<file path="config.mk">
export PLATFORM = sky130hd
export DESIGN_NAME = ripemd160_compression
export DESIGN_NICKNAME = d
export VERILOG_FILES = /design/src/design/rmd_pkg.sv /design/src/design/rmd_ram.sv /design/src/design/rmd_step.sv /design/src/design/ripemd160_compression.sv
export SDC_FILE = /design/constraint.sdc
export NUM_CORES = 2
export LEC_CHECK = 0
export ABC_CLOCK_PERIOD_IN_PS = 15600
export BUFFER_PORTS_ARGS = -buffer_cell sky130_fd_sc_hd__buf_2
export CAP_MARGIN = 20
export CORE_MARGIN = 3
export CORE_UTILIZATION = 35
export DETAILED_ROUTE_END_ITERATION = 8
export PLACE_DENSITY = 0.58
export SLEW_MARGIN = 30
export SYNTH_ARGS = -nofsm -noshare
export SYNTH_HDL_FRONTEND = slang
export SYNTH_SLANG_ARGS = --single-unit
</file>
<file path="constraint.sdc">
create_clock -name i_clk -period 15.6 [get_ports i_clk]
set_clock_uncertainty 0.15 [all_clocks]
set_input_delay 1.56 -clock i_clk [delete_from_list [all_inputs] [get_ports i_clk]]
set_output_delay 1.56 -clock i_clk [all_outputs]
set_load 0.05 [all_outputs]
</file>
<file path="src/design/rmd_pkg.sv">
// shared types, constants and step tables for the ripemd-160 compression block
package rmd_pkg;

    localparam int unsigned WordW = 32;
    localparam int unsigned Steps = 80;
    localparam int unsigned BlockLen = 16;

    typedef struct packed {
        logic [WordW-1:0] a;
        logic [WordW-1:0] b;
        logic [WordW-1:0] c;
        logic [WordW-1:0] d;
        logic [WordW-1:0] e;
    } t_line;

    typedef struct packed {
        logic [6:0] step;
        logic       right;
    } t_step_ctl;

    localparam logic [WordW-1:0] INIT_CV [5] = '{
        32'h67452301, 32'hefcdab89, 32'h98badcfe, 32'h10325476, 32'hc3d2e1f0};

    localparam logic [WordW-1:0] LK [5] = '{
        32'h00000000, 32'h5a827999, 32'h6ed9eba1, 32'h8f1bbcdc, 32'ha953fd4e};
    localparam logic [WordW-1:0] RK [5] = '{
        32'h50a28be6, 32'h5c4dd124, 32'h6d703ef3, 32'h7a6d76e9, 32'h00000000};

    localparam logic [3:0] LW_IDX [Steps] = '{
        4'd0, 4'd1, 4'd2, 4'd3, 4'd4, 4'd5, 4'd6, 4'd7,
        4'd8, 4'd9, 4'd10, 4'd11, 4'd12, 4'd13, 4'd14, 4'd15,
        4'd7, 4'd4, 4'd13, 4'd1, 4'd10, 4'd6, 4'd15, 4'd3,
        4'd12, 4'd0, 4'd9, 4'd5, 4'd2, 4'd14, 4'd11, 4'd8,
        4'd3, 4'd10, 4'd14, 4'd4, 4'd9, 4'd15, 4'd8, 4'd1,
        4'd2, 4'd7, 4'd0, 4'd6, 4'd13, 4'd11, 4'd5, 4'd12,
        4'd1, 4'd9, 4'd11, 4'd10, 4'd0, 4'd8, 4'd12, 4'd4,
        4'd13, 4'd3, 4'd7, 4'd15, 4'd14, 4'd5, 4'd6, 4'd2,
        4'd4, 4'd0, 4'd5, 4'd9, 4'd7, 4'd12, 4'd2, 4'd10,
        4'd14, 4'd1, 4'd3, 4'd8, 4'd11, 4'd6, 4'd15, 4'd13};

    localparam logic [3:0] LW_ROT [Steps] = '{
        4'd11, 4'd14, 4'd15, 4'd12, 4'd5, 4'd8, 4'd7, 4'd9,
        4'd11, 4'd13, 4'd14, 4'd15, 4'd6, 4'd7, 4'd9, 4'd8,
        4'd7, 4'd6, 4'd8, 4'd13, 4'd11, 4'd9, 4'd7, 4'd15,
        4'd7, 4'd12, 4'd15, 4'd9, 4'd11, 4'd7, 4'd13, 4'd12,
        4'd11, 4'd13, 4'd6, 4'd7, 4'd14, 4'd9, 4'd13, 4'd15,
        4'd14, 4'd8, 4'd13, 4'd6, 4'd5, 4'd12, 4'd7, 4'd5,
        4'd11, 4'd12, 4'd14, 4'd15, 4'd14, 4'd15, 4'd9, 4'd8,
        4'd9, 4'd14, 4'd5, 4'd6, 4'd8, 4'd6, 4'd5, 4'd12,
        4'd9, 4'd15, 4'd5, 4'd11, 4'd6, 4'd8, 4'd13, 4'd12,
        4'd5, 4'd12, 4'd13, 4'd14, 4'd11, 4'd8, 4'd5, 4'd6};

    localparam logic [3:0] RW_IDX [Steps] = '{
        4'd5, 4'd14, 4'd7, 4'd0, 4'd9, 4'd2, 4'd11, 4'd4,
        4'd13, 4'd6, 4'd15, 4'd8, 4'd1, 4'd10, 4'd3, 4'd12,
        4'd6, 4'd11, 4'd3, 4'd7, 4'd0, 4'd13, 4'd5, 4'd10,
        4'd14, 4'd15, 4'd8, 4'd12, 4'd4, 4'd9, 4'd1, 4'd2,
        4'd15, 4'd5, 4'd1, 4'd3, 4'd7, 4'd14, 4'd6, 4'd9,
        4'd11, 4'd8, 4'd12, 4'd2, 4'd10, 4'd0, 4'd4, 4'd13,
        4'd8, 4'd6, 4'd4, 4'd1, 4'd3, 4'd11, 4'd15, 4'd0,
        4'd5, 4'd12, 4'd2, 4'd13, 4'd9, 4'd7, 4'd10, 4'd14,
        4'd12, 4'd15, 4'd10, 4'd4, 4'd1, 4'd5, 4'd8, 4'd7,
        4'd6, 4'd2, 4'd13, 4'd14, 4'd0, 4'd3, 4'd9, 4'd11};

    localparam logic [3:0] RW_ROT [Steps] = '{
        4'd8, 4'd9, 4'd9, 4'd11, 4'd13, 4'd15, 4'd15, 4'd5,
        4'd7, 4'd7, 4'd8, 4'd11, 4'd14, 4'd14, 4'd12, 4'd6,
        4'd9, 4'd13, 4'd15, 4'd7, 4'd12, 4'd8, 4'd9, 4'd11,
        4'd7, 4'd7, 4'd12, 4'd7, 4'd6, 4'd15, 4'd13, 4'd11,
        4'd9, 4'd7, 4'd15, 4'd11, 4'd8, 4'd6, 4'd6, 4'd14,
        4'd12, 4'd13, 4'd5, 4'd14, 4'd13, 4'd13, 4'd7, 4'd5,
        4'd15, 4'd5, 4'd8, 4'd11, 4'd14, 4'd14, 4'd6, 4'd14,
        4'd6, 4'd9, 4'd12, 4'd9, 4'd12, 4'd5, 4'd15, 4'd8,
        4'd8, 4'd5, 4'd12, 4'd9, 4'd12, 4'd5, 4'd14, 4'd6,
        4'd8, 4'd13, 4'd6, 4'd5, 4'd15, 4'd13, 4'd11, 4'd11};

    // word slot read by a step of one line; steps past the end read slot zero
    function automatic logic [3:0] word_idx(input logic right, input logic [6:0] step);
        logic [3:0] idx;
        idx = '0;
        if (step < 7'(Steps)) begin
            idx = right ? RW_IDX[step] : LW_IDX[step];
        end
        return idx;
    endfunction

    function automatic logic [3:0] rot_amt(input logic right, input logic [6:0] step);
        logic [3:0] amt;
        amt = '0;
        if (step < 7'(Steps)) begin
            amt = right ? RW_ROT[step] : LW_ROT[step];
        end
        return amt;
    endfunction

    function automatic logic [WordW-1:0] round_k(input logic right, input logic [2:0] rnd);
        logic [WordW-1:0] k;
        k = '0;
        if (rnd < 3'd5) begin
            k = right ? RK[rnd] : LK[rnd];
        end
        return k;
    endfunction

    function automatic logic [WordW-1:0] bool_f(input logic [2:0] sel,
                                               input logic [WordW-1:0] x,
                                               input logic [WordW-1:0] y,
                                               input logic [WordW-1:0] z);
        logic [WordW-1:0] f;
        unique case (sel)
            3'd0:    f = x ^ y ^ z;
            3'd1:    f = (x & y) | (~x & z);
            3'd2:    f = (x | ~y) ^ z;
            3'd3:    f = (x & z) | (y & ~z);
            default: f = x ^ (y | ~z);
        endcase
        return f;
    endfunction

    function automatic logic [WordW-1:0] rotl(input logic [WordW-1:0] v,
                                             input logic [4:0] n);
        logic [2*WordW-1:0] dbl;
        dbl = {v, v} << n;
        return dbl[2*WordW-1:WordW];
    endfunction

endpackage

</file>
<file path="src/design/rmd_ram.sv">
// generic ram, one write port and two registered read ports
module rmd_ram #(
    parameter int unsigned WIDTH = 32,
    parameter int unsigned DEPTH = 16
) (
    input  logic                     i_clk,
    input  logic                     i_we,
    input  logic [$clog2(DEPTH)-1:0] i_waddr,
    input  logic [WIDTH-1:0]         i_wdata,
    input  logic [$clog2(DEPTH)-1:0] i_raddr_a,
    output logic [WIDTH-1:0]         o_rdata_a,
    input  logic [$clog2(DEPTH)-1:0] i_raddr_b,
    output logic [WIDTH-1:0]         o_rdata_b
);

    logic [WIDTH-1:0] r_mem [DEPTH];

    always_ff @(posedge i_clk) begin
        if (i_we) begin
            r_mem[i_waddr] <= i_wdata;
        end
        o_rdata_a <= r_mem[i_raddr_a];
        o_rdata_b <= r_mem[i_raddr_b];
    end

endmodule

</file>
<file path="src/design/rmd_step.sv">
// one compression step of either line
module rmd_step (
    input  rmd_pkg::t_line             i_line,
    input  logic [rmd_pkg::WordW-1:0] i_word,
    input  rmd_pkg::t_step_ctl         i_ctl,
    output rmd_pkg::t_line             o_line
);

    logic [2:0]                rnd;
    logic [2:0]                sel;
    logic [rmd_pkg::WordW-1:0] f;
    logic [rmd_pkg::WordW-1:0] sum;
    logic [rmd_pkg::WordW-1:0] t;

    assign rnd = i_ctl.step[6:4];
    assign sel = i_ctl.right ? 3'(3'd4 - rnd) : rnd;
    assign f   = rmd_pkg::bool_f(sel, i_line.b, i_line.c, i_line.d);
    assign sum = i_line.a + f + i_word + rmd_pkg::round_k(i_ctl.right, rnd);
    assign t   = rmd_pkg::rotl(sum, {1'b0, rmd_pkg::rot_amt(i_ctl.right, i_ctl.step)})
                 + i_line.e;

    always_comb begin
        o_line.a = i_line.e;
        o_line.b = t;
        o_line.c = i_line.b;
        o_line.d = rmd_pkg::rotl(i_line.c, 5'd10);
        o_line.e = i_line.d;
    end

endmodule

</file>
<file path="src/design/ripemd160_compression.sv">
// ripemd-160 compression top level: word buffer, step sequencer, chaining value
//
// channel  direction  tdata          tuser          tlast
// s_axis   in         message_word   start_message  end_message
// m_axis   out        digest_word    -              digest_last
//
// words 1..15 of a block are taken one per cycle; after word 16 the block is busy
// in turn: S_LOAD loads both lines, S_COMP runs the 80 steps with both lines
// stepping together through the step units, S_FOLD folds into the chaining value.
// with the end flag the five digest words follow, one per output transaction,
// and a stalled output holds the block. reset loads the initial chaining value.
module ripemd160_compression (
    input  logic        i_clk,
    input  logic        i_rst_n,
    input  logic        i_s_axis_tvalid,
    output logic        o_s_axis_tready,
    input  logic [31:0] i_s_axis_tdata,   // message_word
    input  logic [0:0]  i_s_axis_tuser,   // start_message
    input  logic        i_s_axis_tlast,   // end_message
    output logic        o_m_axis_tvalid,
    input  logic        i_m_axis_tready,
    output logic [31:0] o_m_axis_tdata,   // digest_word
    output logic        o_m_axis_tlast    // digest_last
);

    typedef enum logic [2:0] {
        S_IDLE,
        S_LOAD,
        S_COMP,
        S_FOLD,
        S_OUT
    } t_state;

    t_state                    r_state;
    logic [3:0]                r_pos;
    logic [6:0]                r_step;
    logic [2:0]                r_out_idx;
    logic                      r_end;
    logic [rmd_pkg::WordW-1:0] r_cv [5];
    rmd_pkg::t_line            r_left;
    rmd_pkg::t_line            r_right;

    logic                      in_acc;
    logic                      out_acc;
    logic [3:0]                wr_addr;
    logic [6:0]                rd_step;
    logic [rmd_pkg::WordW-1:0] word_l;
    logic [rmd_pkg::WordW-1:0] word_r;
    rmd_pkg::t_line            n_left;
    rmd_pkg::t_line            n_right;
    rmd_pkg::t_step_ctl        ctl_l;
    rmd_pkg::t_step_ctl        ctl_r;

    assign o_s_axis_tready = (r_state == S_IDLE);
    assign in_acc          = i_s_axis_tvalid && o_s_axis_tready;
    assign o_m_axis_tvalid = (r_state == S_OUT);
    assign out_acc         = o_m_axis_tvalid && i_m_axis_tready;
    assign o_m_axis_tdata  = r_cv[r_out_idx];
    assign o_m_axis_tlast  = (r_out_idx == 3'd4);

    assign wr_addr = i_s_axis_tuser[0] ? 4'd0 : r_pos;
    assign rd_step = (r_state == S_COMP) ? 7'(r_step + 7'd1) : 7'd0;

    rmd_ram #(
        .WIDTH (rmd_pkg::WordW),
        .DEPTH (rmd_pkg::BlockLen)
    ) u_words (
        .i_clk     (i_clk),
        .i_we      (in_acc),
        .i_waddr   (wr_addr),
        .i_wdata   (i_s_axis_tdata),
        .i_raddr_a (rmd_pkg::word_idx(1'b0, rd_step)),
        .o_rdata_a (word_l),
        .i_raddr_b (rmd_pkg::word_idx(1'b1, rd_step)),
        .o_rdata_b (word_r)
    );

    assign ctl_l = '{step: r_step, right: 1'b0};
    assign ctl_r = '{step: r_step, right: 1'b1};

    rmd_step u_step_l (
        .i_line (r_left),
        .i_word (word_l),
        .i_ctl  (ctl_l),
        .o_line (n_left)
    );

    rmd_step u_step_r (
        .i_line (r_right),
        .i_word (word_r),
        .i_ctl  (ctl_r),
        .o_line (n_right)
    );

    always_ff @(posedge i_clk) begin
        if (!i_rst_n) begin
            r_state   <= S_IDLE;
            r_pos     <= '0;
            r_step    <= '0;
            r_out_idx <= '0;
            r_end     <= 1'b0;
            for (int i = 0; i < 5; i++) begin
                r_cv[i] <= rmd_pkg::INIT_CV[i];
            end
        end else begin
            unique case (r_state)
                S_IDLE: begin
                    if (in_acc) begin
                        if (i_s_axis_tuser[0]) begin
                            for (int i = 0; i < 5; i++) begin
                                r_cv[i] <= rmd_pkg::INIT_CV[i];
                            end
                        end
                        r_pos <= 4'(wr_addr + 4'd1);
                        r_end <= i_s_axis_tlast;
                        if (wr_addr == 4'd15) begin
                            r_state <= S_LOAD;
                        end
                    end
                end
                S_LOAD: begin
                    r_left  <= '{a: r_cv[0], b: r_cv[1], c: r_cv[2], d: r_cv[3], e: r_cv[4]};
                    r_right <= '{a: r_cv[0], b: r_cv[1], c: r_cv[2], d: r_cv[3], e: r_cv[4]};
                    r_step  <= '0;
                    r_state <= S_COMP;
                end
                S_COMP: begin
                    r_left  <= n_left;
                    r_right <= n_right;
                    r_step  <= 7'(r_step + 7'd1);
                    if (r_step == 7'(rmd_pkg::Steps - 1)) begin
                        r_state <= S_FOLD;
                    end
                end
                S_FOLD: begin
                    r_cv[0]   <= r_cv[1] + r_left.c + r_right.d;
                    r_cv[1]   <= r_cv[2] + r_left.d + r_right.e;
                    r_cv[2]   <= r_cv[3] + r_left.e + r_right.a;
                    r_cv[3]   <= r_cv[4] + r_left.a + r_right.b;
                    r_cv[4]   <= r_cv[0] + r_left.b + r_right.c;
                    r_out_idx <= '0;
                    r_state   <= r_end ? S_OUT : S_IDLE;
                end
                S_OUT: begin
                    if (out_acc) begin
                        r_out_idx <= 3'(r_out_idx + 3'd1);
                        if (r_out_idx == 3'd4) begin
                            r_state <= S_IDLE;
                        end
                    end
                end
                default: r_state <= S_IDLE;
            endcase
        end
    end

`ifndef NO_ASSERTIONS
    a_no_overlap: assert property (@(posedge i_clk) disable iff (!i_rst_n)
        !(o_s_axis_tready && o_m_axis_tvalid))
        else $error("input ready while digest pending");

    a_step_range: assert property (@(posedge i_clk) disable iff (!i_rst_n)
        (r_state == S_COMP) |-> (r_step < 7'(rmd_pkg::Steps)))
        else $error("step counter out of range");

    a_block_busy: assert property (@(posedge i_clk) disable iff (!i_rst_n)
        (in_acc && (wr_addr == 4'd15)) |=> !o_s_axis_tready)
        else $error("ready after sixteenth word");

    a_last_frees: assert property (@(posedge i_clk) disable iff (!i_rst_n)
        (out_acc && o_m_axis_tlast) |=> (o_s_axis_tready && !o_m_axis_tvalid))
        else $error("not idle after last digest word");
`endif

endmodule
</file>
======== Word-level counts from Yosys, hierarchy flattened ========
Memory sizes are Yosys's and may differ from the RTL's. A register that Yosys moved wholly into a read port is not among the register bits.
Index checks and enable logic that the tools add are counted.
word-level totals
  output and inout bits ................... 35
  ROM bits ................................ 2560
  bits of input ports ..................... 38
  memory bits (writable) .................. 672
  memories ................................ 8
  register bits after elaboration ......... 338
memory list
  name             words  width  rd ports  clocked after Yosys merged registers in  write ports  line            source
  (no name shown)  128    4      1         0                                        0            rmd_pkg.sv:91   amt = right ? RW_ROT[step] : LW_ROT[step];
  (no name shown)  128    4      1         0                                        0            rmd_pkg.sv:91
  (no name shown)  128    4      1         0                                        0            rmd_pkg.sv:82   idx = right ? RW_IDX[step] : LW_IDX[step];
  (no name shown)  128    4      1         0                                        0            rmd_pkg.sv:82
  u_words.r_mem    16     32     2         2                                        1            rmd_ram.sv:16   logic [WIDTH-1:0] r_mem [DEPTH];
  (no name shown)  8      32     1         0                                        0            rmd_pkg.sv:100  k = right ? RK[rnd] : LK[rnd];
  +2 memories      -      -      -         -                                        -            -
operators by class
  add/subtract/negate cells ............... 22
  muxes and demuxes ....................... 57
  bitwise operators ....................... 43
  shift operators ......................... 2
  $lt $le $gt $ge ......................... 6
  eq/ne operators ......................... 18
  reductions and logical operators ........ 11
operators with widths
  cell                                                      count
  case mux 160 bit (2 select lines)                         2
  adder 32 bit                                              18
  2-to-1 mux 32 bit                                         16
  AND 32 bit                                                8
  OR 32 bit                                                 8
  case mux 32 bit (4 select lines)                          2
  bitwise XOR 32 bit                                        8
  inverter 32 bit                                           6
  << shifter 64 x 4 -> 64 bit                               2
  2-to-1 mux 4 bit                                          13
  2-to-1 mux 3 bit                                          9
  equality test 3 x 2 -> 1 bit, second input constant       6
  greater-or-equal comparator 8 bit, second input constant  2
  inverter 7 -> 8 bit                                       2
  case mux 3 bit (5 select lines)                           1
  less-than comparator 7 bit, second input constant         2
  case mux 7 bit (2 select lines)                           1
  2-to-1 mux 1 bit                                          11
  inequality test 2 x 1 -> 1 bit, second input constant     5
  OR 1 bit                                                  10
  equality test 3 x 1 -> 1 bit, second input constant       3
  zero test 3 bit                                           3
  adder 7 x 1 -> 7 bit, second input constant               1
  equality test 7 bit, second input constant                1
  other kinds (14)                                          19

======== Longest topological paths before layout ========
  word-level depth ........................ 10
  gate-level depth with buffers ........... 43

======== Hierarchy ========
From an unflattened synthesis, not the netlist that was laid out.
second synthesis, totals
  cells, all modules ...................... 7685
  area, all modules ....................... 80940.1 µm²
modules (own cells, without submodules)
  module                 instances  cells an instance  area an instance (µm²)
  ripemd160_compression  1          3274               33106.8
  rmd_ram                1          1141               24188.2
  rmd_step at u_step_r   1          1627               11848.9
  rmd_step at u_step_l   1          1643               11796.3

======== Least setup slack after synthesis ========
Ideal clock, no wire load.
  path kind ............................... input port to flip-flop
  start ................................... in i_rst_n
  end ..................................... reg r_left[0] in the netlist's numbering (enable)
  buffers on the path ..................... 1
  slack ................................... -0.802 ns
  stages on the path ...................... 3
  arrival time ............................ 15.242 ns
  data required time ...................... 14.440 ns
  setup time .............................. 1.010 ns
  cell sequence ........................... clkinv_1 -> clkbuf_1 -> nor2_1
on the way
  longest elaborated chain between the ends .. 1
RTL lines
  what                                  line                          source
  from (decl)                           ripemd160_compression.sv:14   input logic i_rst_n,
  AND reduction 2 bit (no source line)  -
  to (signal assigned)                  ripemd160_compression.sv:122  r_left <= '{a: r_cv[0], b: r_cv[1], c: r_cv[2], d: r_cv[3], e: r_cv[4]};
  to (signal assigned)                  ripemd160_compression.sv:128  r_left <= n_left;
  to (decl)                             ripemd160_compression.sv:40   rmd_pkg::t_line r_left;
No other way between the ends.
A chain may end at the register's enable or synchronous reset.

======== Worst setup path after layout ========
  start ................................... reg r_step[5]
  end ..................................... reg r_right[127] in the netlist's numbering, data pin
on the way
  longest elaborated chain between the ends .. 9
RTL lines
  what                                                                          line                            source
  from (decl)                                                                   ripemd160_compression.sv:36     logic [6:0] r_step;
  from (signal assigned)                                                        ripemd160_compression.sv:130    r_step <= 7'(r_step + 7'd1);
  subtractor 3 bit / inverter 3 -> 4 bit (equally long branches)                rmd_step.sv:16, rmd_pkg.sv:100
  equality test 3 x 2 -> 1 bit, or another cell as far along                    rmd_pkg.sv:110                  unique case (sel)
  case mux 32 bit (4 select lines) / 2-to-1 mux 32 bit (equally long branches)  rmd_pkg.sv:110, rmd_pkg.sv:100
  adder 32 bit / 2-to-1 mux 32 bit (equally long branches)                      rmd_step.sv:18, rmd_pkg.sv:100
  adder 32 bit / 2-to-1 mux 32 bit (equally long branches)                      rmd_step.sv:18, rmd_pkg.sv:99
  adder 32 bit                                                                  rmd_step.sv:18                  assign sum = i_line.a + f + i_word + rmd_pkg::round_k(i_ctl.right, rnd);
  << shifter 64 x 4 -> 64 bit (*)                                               rmd_pkg.sv:123                  dbl = {v, v} << n;
  adder 32 bit (*)                                                              rmd_step.sv:20                  + i_line.e;
  case mux 160 bit (2 select lines) (*)                                         ripemd160_compression.sv:106    unique case (r_state)
  to (signal assigned)                                                          ripemd160_compression.sv:123    r_right <= '{a: r_cv[0], b: r_cv[1], c: r_cv[2], d: r_cv[3], e: r_cv[4]};
  to (signal assigned)                                                          ripemd160_compression.sv:129    r_right <= n_right;
  to (decl)                                                                     ripemd160_compression.sv:41     rmd_pkg::t_line r_right;
Mark *: on every way between the ends. The rest lies on a longest branch, timed or not. The select of a mux whose other input is x is not followed.

==> flow_metrics.env <==
export IMPL_outcome="finished clean"
export IMPL_cts_buffers=132
export IMPL_synth_top_cell_by_area="edfxtp_1"
export IMPL_synth_edf_count=992
export IMPL_register_area_mm2=0.0315
export IMPL_clkTransAtPathRegs_ps=60
export IMPL_area_growth_pct=10.0
export IMPL_ios=73
export IMPL_setup_violations=0
export IMPL_tightest_slew_ps=1100
export IMPL_core_area_mm2=0.220
export IMPL_ctsResizeCount=0
export IMPL_endpoint_kind="flip-flop"
export IMPL_max_freq_mhz=81.1
export IMPL_fillCellCount=21367
export IMPL_synth_cells=7292
export IMPL_p_comb_share_pct=10.6
export IMPL_hp_class="flip-flop to flip-flop"
export IMPL_vdd_drop_max_mv=0.0984
export IMPL_hold_buffers=0
export IMPL_avgViaCountPerCell=5.87
export IMPL_initial_utilization_pct=35.3
export IMPL_yosys_warnings=0
export IMPL_first_iter_violations=7147
export IMPL_finish_instance_area_mm2=0.0856
export IMPL_reg2reg_to="r_right[127]"
export IMPL_grt_overflow=0
export IMPL_clock_sinks=1077
export IMPL_worstReg2RegStart="r_step[5]"
export IMPL_rows=172
export IMPL_post_cts_setup_buffer_count=0
export IMPL_drt_pass1_iterations=6
export IMPL_cts_root_buf="clkbuf_16"
export IMPL_path_class="flip-flop to flip-flop"
export IMPL_power_net_switching_w=0.00185
export IMPL_port_buffers=72
export IMPL_clock_latency_ps=840
export IMPL_worst_slack_ps=3270
export IMPL_period_share_pct=79.0
export IMPL_path_common_cell="ha_1"
export IMPL_clockBufferDepth=3
export IMPL_arrival_ps=12730
export IMPL_synthTopCellsByCount="992 x edfxtp_1, 917 x nand2_1, 895 x mux2i_1"
export IMPL_drc=0
export IMPL_timing_setup_tns_ps=0
export IMPL_cp_slowest_stage_delay_ps=980
export IMPL_cellPowerDensity_mw_per_mm2=82.8
export IMPL_wl_per_cell_um=29.2
export IMPL_seq_area_frac_synth_pct=40.5
export IMPL_ys_types=117
export IMPL_rr_worst_depth=38
export IMPL_wl_um=301000
export IMPL_synthTopCellsByArea="edfxtp_1 38%, mux2i_1 12%, fa_1 7.3%, ha_1 6.0%, nand2_1 4.4%"
export IMPL_hp_start="r_end"
export IMPL_grt_pass1_wl_um=425000
export IMPL_place_congestion=0.983
export IMPL_leakagePower_nw=34.8
export IMPL_synth_top_cell_area_share_pct=38.3
export IMPL_critPathLaunchType="flip-flop"
export IMPL_min_to="r_end"
export IMPL_worstPathRequired_ps=16000
export IMPL_synthesis_nets=7985
export IMPL_synthMostInstantiatedCell="edfxtp_1"
export IMPL_drive_above_1_share_pct=8.60
export IMPL_async_reset_ff_share_pct=0
export IMPL_ant_nets=0
export IMPL_antenna_found_initial=29
export IMPL_relSlewSlack_pct=27.0
export IMPL_placed_area_mm2=0.0811
export IMPL_ff2ff_setup_slack_ps=3270
export IMPL_place_ws_ps=3480
export IMPL_tritoncts="yes"
export IMPL_ys_ff_latch=1077
export IMPL_worst_path_max_fanout=36
export IMPL_synthFlopType="edfxtp_1"
export IMPL_p_int_w=0.00524
export IMPL_avgSynthCellArea_um2=10.7
export IMPL_grtUsageTotal_pct=25.6
export IMPL_rsz0062_at_grt="false"
export IMPL_num_nets_final=7920
export IMPL_multi_input_area_mm2=0.0436
export IMPL_grt_pass1_vias=57869
export IMPL_fin_crit_ps=12330
export IMPL_dieArea_mm2=0.228
export IMPL_hold_depth=2
export IMPL_dieHeight_um=478
export IMPL_slowest_stage="dfxtp_1"
export IMPL_finalMaxSlewViolations=0
export IMPL_power_frac_clock_pct=44.4
export IMPL_seqPwrFrac_pct=45.1
export IMPL_cts_max_level=4
export IMPL_num_vias=60522
export IMPL_syn_area_mm2=0.0778
export IMPL_grt_start_max_net_pins=193
export IMPL_hpwl_um=221000
export IMPL_cap_violations=0
export IMPL_p_sw_share_pct=26.1
export IMPL_hold_viol=0
export IMPL_chipWidth_um=478
-- cells by family (layout without fill, tap and decap cells) --
| family | after synthesis | count (layout) | synth area share, % |
|---|---|---|---|
| flip-flops | 1077 | 1077 | 40.5 |
| other | 0 | 13 | 0 |
| adder cells (fa/ha/maj) | 655 | 655 | 13.3 |
| AO/OA/AOI/OAI | 1647 | 1647 | 13.6 |
| AND/OR/NAND/NOR | 1831 | 1831 | 10.6 |
| multiplexers | 1046 | 1046 | 14.2 |
| XOR/XNOR | 343 | 343 | 3.90 |
| buffers and inverters | 693 | 734 | 3.91 |
-- worst max path at each step --
stage | cells past startpoint | from | end | slack [ps]
2_1_floorplan | 3 | i_rst_n | r_left[0] | 4660
3_3_place_gp | 40 | r_step[5] | r_right[126] | 3650
3_5_place_dp | 41 | r_step[5] | r_right[126] | 3480
4_1_cts | 41 | r_step[5] | r_right[126] | 3400
5_1_grt | 40 | r_step[5] | r_right[127] | 2720
6_report | 38 | r_step[5] | r_right[127] | 3270
-- power groups by stage --
stage / clock network [W] / logic (W) / registers (W)
after CTS: 0.00320 / 0.000735 / 0.00319
after detailed placement: 0 / 0.000731 / 0.00325
final: 0.00315 / 0.000748 / 0.00319
after floorplan: 0 / 0.000481 / 0.00324
after global placement: 0 / 0.000725 / 0.00325
after global routing: 0.00331 / 0.000807 / 0.00319
-- metal layers --
metal / vias up / track usage, % / routed length (um)
met1: 30328 / 34.1 / 124000
li1: 26696 / - / -
met4: 18 / 13.3 / 18400
met2: 2872 / 39.2 / 132000
met5: - / 0 / 115
met3: 608 / 5.22 / 25900
-- critical path: cells and delay by family (launching register included) --
| kind | cells | cell delay (ps) |
|---|---|---|
| DFF | 1 | 980 |
| xor gates and xnor gates | 1 | 220 |
| buffers and inverters | 5 | 1140 |
| AOI/OAI and AO/OA | 18 | 5140 |
| and+or+nand+nor | 7 | 1830 |
| adders and majority gates | 6 | 2230 |
| muxes | 1 | 290 |
-- per-stage QoR --
stage          cells  utilization (%)  hold slack [ps]  total power [W]
3_5_place_dp   10049             36.8              310          0.00398
4_1_cts        10289             38.8              318          0.00712
3_3_place_gp   10049             36.8              303          0.00398
5_1_grt        10293             38.8              341          0.00731
2_1_floorplan   7292                -              287          0.00373
6_report       10304             38.9              312          0.00709
-- registers in the layout, indices dropped and copies added (netlist names), named ones only --
name,cells
r_cv,160
r_pos,4
r_out_idx,3
r_step,7
r_state,3
r_left,160
u_words.r_mem,512
r_right,160
u_words.o_rdata_a,32
u_words.o_rdata_b,32
r_end,1
-- cell type report --
cell class / count / share of cell area [%]
clock buffer: 177 / 4.18
tap: 2958 / 4.32
inverter: 325 / 1.42
timing repair buffer: 169 / 1.42
antenna: 13 / 0.0380
sequential: 1077 / 36.8
multi-input combinational: 5522 / 50.9
clock inverter: 63 / 0.945
-- placed cells by master (no fill, tap or decap), drive strengths merged, types with 60 or more instances in the layout --
cell type / instances
fa: 284
o22ai: 80
a21oi: 379
inv: 330
o21ai: 496
mux2: 118
nor2b: 87
clkbuf: 177
nand2b: 63
nand2: 919
dfxtp: 85
nor3: 72
nor2: 363
buf: 169
o221ai: 86
a211oi: 80
xnor2: 169
xor2: 174
nand3: 60
mux2i: 895
ha: 371
a21o: 110
edfxtp: 992
No activity file was read; power rests on OpenSTA's default activity.
